--- config.mk ---
export PLATFORM = sky130hd
export DESIGN_NAME = ugb_front
export DESIGN_NICKNAME = d
export VERILOG_FILES = /design/src/hw/rtl/ugb_pkg.sv /design/src/hw/rtl/ugb_front.sv
export SDC_FILE = /design/constraint.sdc
export NUM_CORES = 1
export LEC_CHECK = 0
export ABC_AREA = 1
export ABC_CLOCK_PERIOD_IN_PS = 6100
export BUFFER_PORTS_ARGS = -buffer_cell sky130_fd_sc_hd__clkbuf_2
export CAP_MARGIN = 10
export CORE_ASPECT_RATIO = 0.8
export CORE_UTILIZATION = 63
export CTS_BUF_LIST = sky130_fd_sc_hd__clkbuf_8
export DETAILED_ROUTE_END_ITERATION = 8
export PLACE_DENSITY = 0.95
export SYNTH_ARGS = -nofsm -noshare
export SYNTH_HDL_FRONTEND = slang
export SYNTH_SLANG_ARGS = --single-unit
--- constraint.sdc ---
create_clock -name i_clk -period 6.1 [get_ports i_clk]
set_clock_uncertainty 0.2 [all_clocks]
set_input_delay 1.22 -clock i_clk [delete_from_list [all_inputs] [get_ports i_clk]]
set_output_delay 1.22 -clock i_clk [all_outputs]
set_load 0.01 [all_outputs]
--- src/hw/rtl/ugb_pkg.sv ---
// Shared types and constants of the uniform grid broad-phase block.
// No dependencies.
`default_nettype none
package ugb_pkg;

    localparam int CELL_SHIFT_DEF    = 5;
    localparam int ROW_SHIFT_DEF     = 4;
    localparam int CELL_COUNT_DEF    = 256;
    localparam int CELL_CAPACITY_DEF = 8;
    localparam int ENTITY_COUNT_DEF  = 256;

    localparam int QUERY_LIMIT = 64;
    localparam int ID_W        = 8;
    localparam int COORD_W     = 12;   // holds any clamped cell coordinate
    localparam int ACT_W       = 2;
    localparam int RES_CNT_W   = 7;    // 0..QUERY_LIMIT

    localparam logic [ACT_W-1:0] ACT_INSERT = 2'd0;
    localparam logic [ACT_W-1:0] ACT_QUERY  = 2'd1;
    localparam logic [ACT_W-1:0] ACT_CLEAR  = 2'd2;

    // classified command, front to back
    typedef struct packed {
        logic [ACT_W-1:0]   action;
        logic [ID_W-1:0]    id;
        logic               empty;   // no cell with non-negative coordinates in range
        logic [COORD_W-1:0] sx;
        logic [COORD_W-1:0] ex;
        logic [COORD_W-1:0] sy;
        logic [COORD_W-1:0] ey;
    } t_cmd;

    // back status seen by the front
    typedef struct packed {
        logic init_busy;   // clearing pass after reset in progress
        logic pop;         // back takes the queue head this cycle
    } t_bstat;

endpackage
`default_nettype wire

--- src/hw/rtl/ugb_front.sv ---
// Front end: accepts transactions, forms clamped cell ranges, two-entry queue.
// Depends on ugb_pkg.
`default_nettype none
module ugb_front import ugb_pkg::*; #(
    parameter int CELL_SHIFT = CELL_SHIFT_DEF,
    parameter int CELL_COUNT = CELL_COUNT_DEF
) (
    input  wire logic                i_clk,
    input  wire logic                i_rst_n,
    input  wire logic                i_in_valid,
    output logic                     o_in_ready,
    input  wire logic [ACT_W-1:0]    i_action,
    input  wire logic [ID_W-1:0]     i_entity_id,
    input  wire logic signed [15:0]  i_pos_x,
    input  wire logic signed [15:0]  i_pos_y,
    input  wire logic [14:0]         i_extent_x,
    input  wire logic [14:0]         i_extent_y,
    input  wire t_bstat              i_stat,
    output logic                     o_cmd_valid,
    output t_cmd                     o_cmd
);

    localparam logic signed [17:0] CMAX = 18'(CELL_COUNT - 1);

    logic signed [17:0] lo_x, hi_x, lo_y, hi_y;
    logic signed [17:0] cl_x, ch_x, cl_y, ch_y;
    t_cmd               cmd;

    always_comb begin
        lo_x = 18'(i_pos_x) - $signed({3'b000, i_extent_x});
        hi_x = 18'(i_pos_x) + $signed({3'b000, i_extent_x});
        lo_y = 18'(i_pos_y) - $signed({3'b000, i_extent_y});
        hi_y = 18'(i_pos_y) + $signed({3'b000, i_extent_y});
        cl_x = lo_x >>> CELL_SHIFT;
        ch_x = hi_x >>> CELL_SHIFT;
        cl_y = lo_y >>> CELL_SHIFT;
        ch_y = hi_y >>> CELL_SHIFT;
        cmd.action = i_action;
        cmd.id     = i_entity_id;
        cmd.empty  = (ch_x < 0) || (cl_x > CMAX) || (ch_y < 0) || (cl_y > CMAX);
        cmd.sx     = (cl_x < 0) ? '0 : cl_x[COORD_W-1:0];
        cmd.sy     = (cl_y < 0) ? '0 : cl_y[COORD_W-1:0];
        cmd.ex     = (ch_x > CMAX) ? CMAX[COORD_W-1:0] : ch_x[COORD_W-1:0];
        cmd.ey     = (ch_y > CMAX) ? CMAX[COORD_W-1:0] : ch_y[COORD_W-1:0];
    end

    t_cmd       r_q [2];
    logic       r_wp, r_rp;
    logic [1:0] r_cnt, n_cnt;
    logic       push;

    assign o_in_ready  = (r_cnt != 2'd2) && !i_stat.init_busy;
    assign push        = i_in_valid && o_in_ready;
    assign o_cmd_valid = (r_cnt != 2'd0);
    assign o_cmd       = r_q[r_rp];

    always_comb begin
        n_cnt = r_cnt + 2'(push) - 2'(i_stat.pop);
    end

    always_ff @(posedge i_clk) begin
        if (!i_rst_n) begin
            r_wp  <= 1'b0;
            r_rp  <= 1'b0;
            r_cnt <= 2'd0;
        end else begin
            if (push) r_wp <= ~r_wp;
            if (i_stat.pop) r_rp <= ~r_rp;
            r_cnt <= n_cnt;
        end
    end

    always_ff @(posedge i_clk) begin
        if (push) r_q[r_wp] <= cmd;
    end

endmodule
`default_nettype wire

==> impl_metrics.toml <==
[timing]
grt_setup_unrepaired = "no"
timing.max_slew.rel_slack = 0.490
final_hold_fails = 0
layout_setup_ws_ps = 2610
tns_ps = 0
finalWorstPathRequiredPeriod_ps = 3490
finalCritPeriodShare = 0.572
tightest_hold_margin_ps = 332
finalMaxSlewViolations = 0
timing.fmax_mhz = 287
setup_viol_count_final = 0
max_slew.worst_pin.slew_ps = 764

[synthesis]
synth_flop_cell = "sky130_fd_sc_hd__edfxtp_1"
synth-edff-count = 114
yosysWarningCount = 0
syn-instance-count = 874
netlist-cell-type-count = 35
top_cells_by_count_synth = "235 x sky130_fd_sc_hd__nand2_1, 129 x sky130_fd_sc_hd__inv_1, 114 x sky130_fd_sc_hd__edfxtp_1, 83 x sky130_fd_sc_hd__nor2_1, 58 x sky130_fd_sc_hd__ha_1"
synth_async_sr_flop_share = 0
synth.top_cells.by_area = "sky130_fd_sc_hd__edfxtp_1 44%, sky130_fd_sc_hd__nand2_1 11%, sky130_fd_sc_hd__ha_1 9.3%"
synth_top_area_frac = 0.439
synthesis.area_um2 = 7800
yosysMostFrequentCell = "sky130_fd_sc_hd__nand2_1"
yosys_register_bits = 119
synth_seq_area_share = 0.451
average_instance_area_after_synthesis_um2 = 8.93
synth_area_leader_cell = "sky130_fd_sc_hd__edfxtp_1"

[die]
row_count = 35
floorplan.die_area_um2 = 12800
pin_count = 138
die_width_um = 126
die_y_um = 102
placeableCoreArea_um2 = 11800
floorplan.initialDensity = 0.662

[routing]
drt_iter0_drc = 587
met3_layer_wire_length_in_the_routed_design_um = 1730
via_count = 6339
antenna_violating_nets_post_route = 0
drt_wl_total_um = 17700
wirelength_met1_um = 7670
drt_drc_violations_left = 0
top_layer_used = "met4"
met2_length_um = 8120
first_pass_iters = 6
drt-wirelength-per-cell_um = 15.1
viasPerCell = 5.39

[clocking]
clock_sink_count = 119
cts_setup_buffers = 0
clk_latency_ps = 430
cell_at_the_root_of_the_clock_tree = "sky130_fd_sc_hd__clkbuf_8"
cts_tree = "done"
clkTransAtPathRegs_ps = 80
htree_num_levels = 4
total_of_hold_buffers_inserted_after_clock_tree_synthesis = 0
tritoncts.num_buffers = 17
post_cts_resize_count = 0
cts_max_path_bufs = 2

[worst_setup_path]
crit_path_start_kind = "register"
wp_data_required_ps = 4680
timing.critical_path.to_type = "output pin"
worst-path-buf-inv = 2
rr_worst_depth = 5
worst_path_largest_cell_delay_ps = 570
worst-endpoint-arrival_ps = 2070
cpLargestDelayFamily = "buffers and inverters"
critical_path.slowest_cell = "sky130_fd_sc_hd__buf_4"
critical_path_cell_count = 3
path_class = "register to output pin"
path_max_fanout = 48
critical_path.cell_chain = "buf_4 -> mux2_2 -> clkbuf_2"

[worst_hold_path]
min-delay-path-class = "register to register"
holdPathStages = 3

[placed_design]
buffer_ports.inserted = 135
place.detailed.hpwl_um = 13700
place.detailed.instances = 1143
post-place-ws_ps = 2670
placed_cell_area_um2 = 8590
place_congestion = 0.984

[power_and_ir_drop]
design_power_total_mw = 2.20
power_density_nw_per_um2 = 245
cellLeakagePower_nw = 4.34
vdd.ir_drop.worst_uv = 194

[job]
drv.max_cap_violation_count = 0

[cells_and_area]
finish.utilization = 0.762
final_cells = 1175
layout-drive-gt1-share = 0.256
design_area_um2 = 8970
nets = 1149
layout-area-overhead-vs-synth_pct = 15.0
num_antenna_cells = 0

[global_routing]
grt_pass1_vias = 5881
track_usage = 0.286
grt.overflow.total = 0
antenna_found_initial = 0
maximum_number_of_pins_on_one_net_before_global_route_repair = 49
global_route_wire_length_before_repair_um = 27900

[run_status]
status = "complete, no violations"
-- worst paths after layout --
| path | start | end | slack (ps) |
|---|---|---|---|
| hold / removal | r_rp | register | 330 |
| setup reg to reg | r_cnt[0] | r_q[0][21] | 3600 |
| setup / recovery | register | o_cmd[26] | 2610 |
| hold reg to reg | r_rp | register | 330 |
-- worst reg2reg max path: stages, from the launching register on --
cell                      delay (ps)
sky130_fd_sc_hd__dfxtp_1         360
sky130_fd_sc_hd__inv_1            50
sky130_fd_sc_hd__a21oi_1         150
sky130_fd_sc_hd__nand2_1         200
sky130_fd_sc_hd__nor2_4          630
sky130_fd_sc_hd__buf_4           530
-- cells in the final DEF, fill, tap and decap left out, types with 2 or more instances in the layout --
cell                         synthesis  routed
sky130_fd_sc_hd__o21ai_0             6       6
sky130_fd_sc_hd__nand2_4             3       3
sky130_fd_sc_hd__a31oi_1            10      10
sky130_fd_sc_hd__nor3_1              3       3
sky130_fd_sc_hd__dfxtp_1             5       4
sky130_fd_sc_hd__nand3b_1            3       3
sky130_fd_sc_hd__conb_1              1       6
sky130_fd_sc_hd__o21bai_1            6       6
sky130_fd_sc_hd__and3_1              3       3
sky130_fd_sc_hd__nor2_1             83      81
sky130_fd_sc_hd__clkbuf_2            0     135
sky130_fd_sc_hd__nand2_1           235     235
sky130_fd_sc_hd__a21oi_1            45      45
sky130_fd_sc_hd__mux2_2             57      57
sky130_fd_sc_hd__clkinvlp_4          0       3
sky130_fd_sc_hd__nand2_2             7       7
sky130_fd_sc_hd__nand3_1            22      22
sky130_fd_sc_hd__inv_6               0       4
sky130_fd_sc_hd__nor2_4              1       3
sky130_fd_sc_hd__buf_4               8       3
sky130_fd_sc_hd__inv_1             129     129
sky130_fd_sc_hd__nand3_2             4       4
sky130_fd_sc_hd__nor4_1              2       2
sky130_fd_sc_hd__and2_1              2       2
sky130_fd_sc_hd__a21oi_2             4       4
sky130_fd_sc_hd__inv_8               0       6
sky130_fd_sc_hd__clkbuf_8            0      17
sky130_fd_sc_hd__nand4_1             3       3
sky130_fd_sc_hd__nor2_2              4       4
sky130_fd_sc_hd__edfxtp_1          114     114
sky130_fd_sc_hd__ha_1               58      58
sky130_fd_sc_hd__inv_2               7       7
sky130_fd_sc_hd__xor2_1             31      31
-- layout make-up --
class                      instances  area (µm²)
multi-input combinational        602        3670
sequential                       119        3520
fill                             838        2810
timing repair buffer             138         698
inverter                         136         510
clock buffer                      17         234
tap                              148         185
clock inverter                    15         150
-- flip-flops by register name, summed over array words and instances, names as in the netlist, named ones only --
signal,flops
r_q,114
r_cnt,2
r_rp,1
r_wp,1
-- logic make-up (layout without fill, tap and decap cells) --
logic type,after synthesis,in the layout,synth area share
AND/OR/NAND/NOR,378,378,0.204
buffers and inverters,158,306,0.0824
flip-flops,119,119,0.451
AO/OA/AOI/OAI,72,72,0.0516
adder cells (fa/ha/maj),58,58,0.0930
multiplexers,57,57,0.0823
XOR/XNOR,31,31,0.0348
other,1,6,0.000481
-- power breakdown --
part	internal [mW]	switching, mW	total [mW]
registers	0.957	0.0135	0.971
logic	0.197	0.352	0.549
clock network	0.305	0.374	0.680
total	1.46	0.739	2.20
-- per-layer routing --
layer / vias up / track usage
met2: 311 / 0.468
li1: 3112 / -
met5: - / 0
met3: 15 / 0.0782
met4: 0 / 0.0732
met1: 2901 / 0.380
No activity file was read; power rests on OpenSTA's default activity.
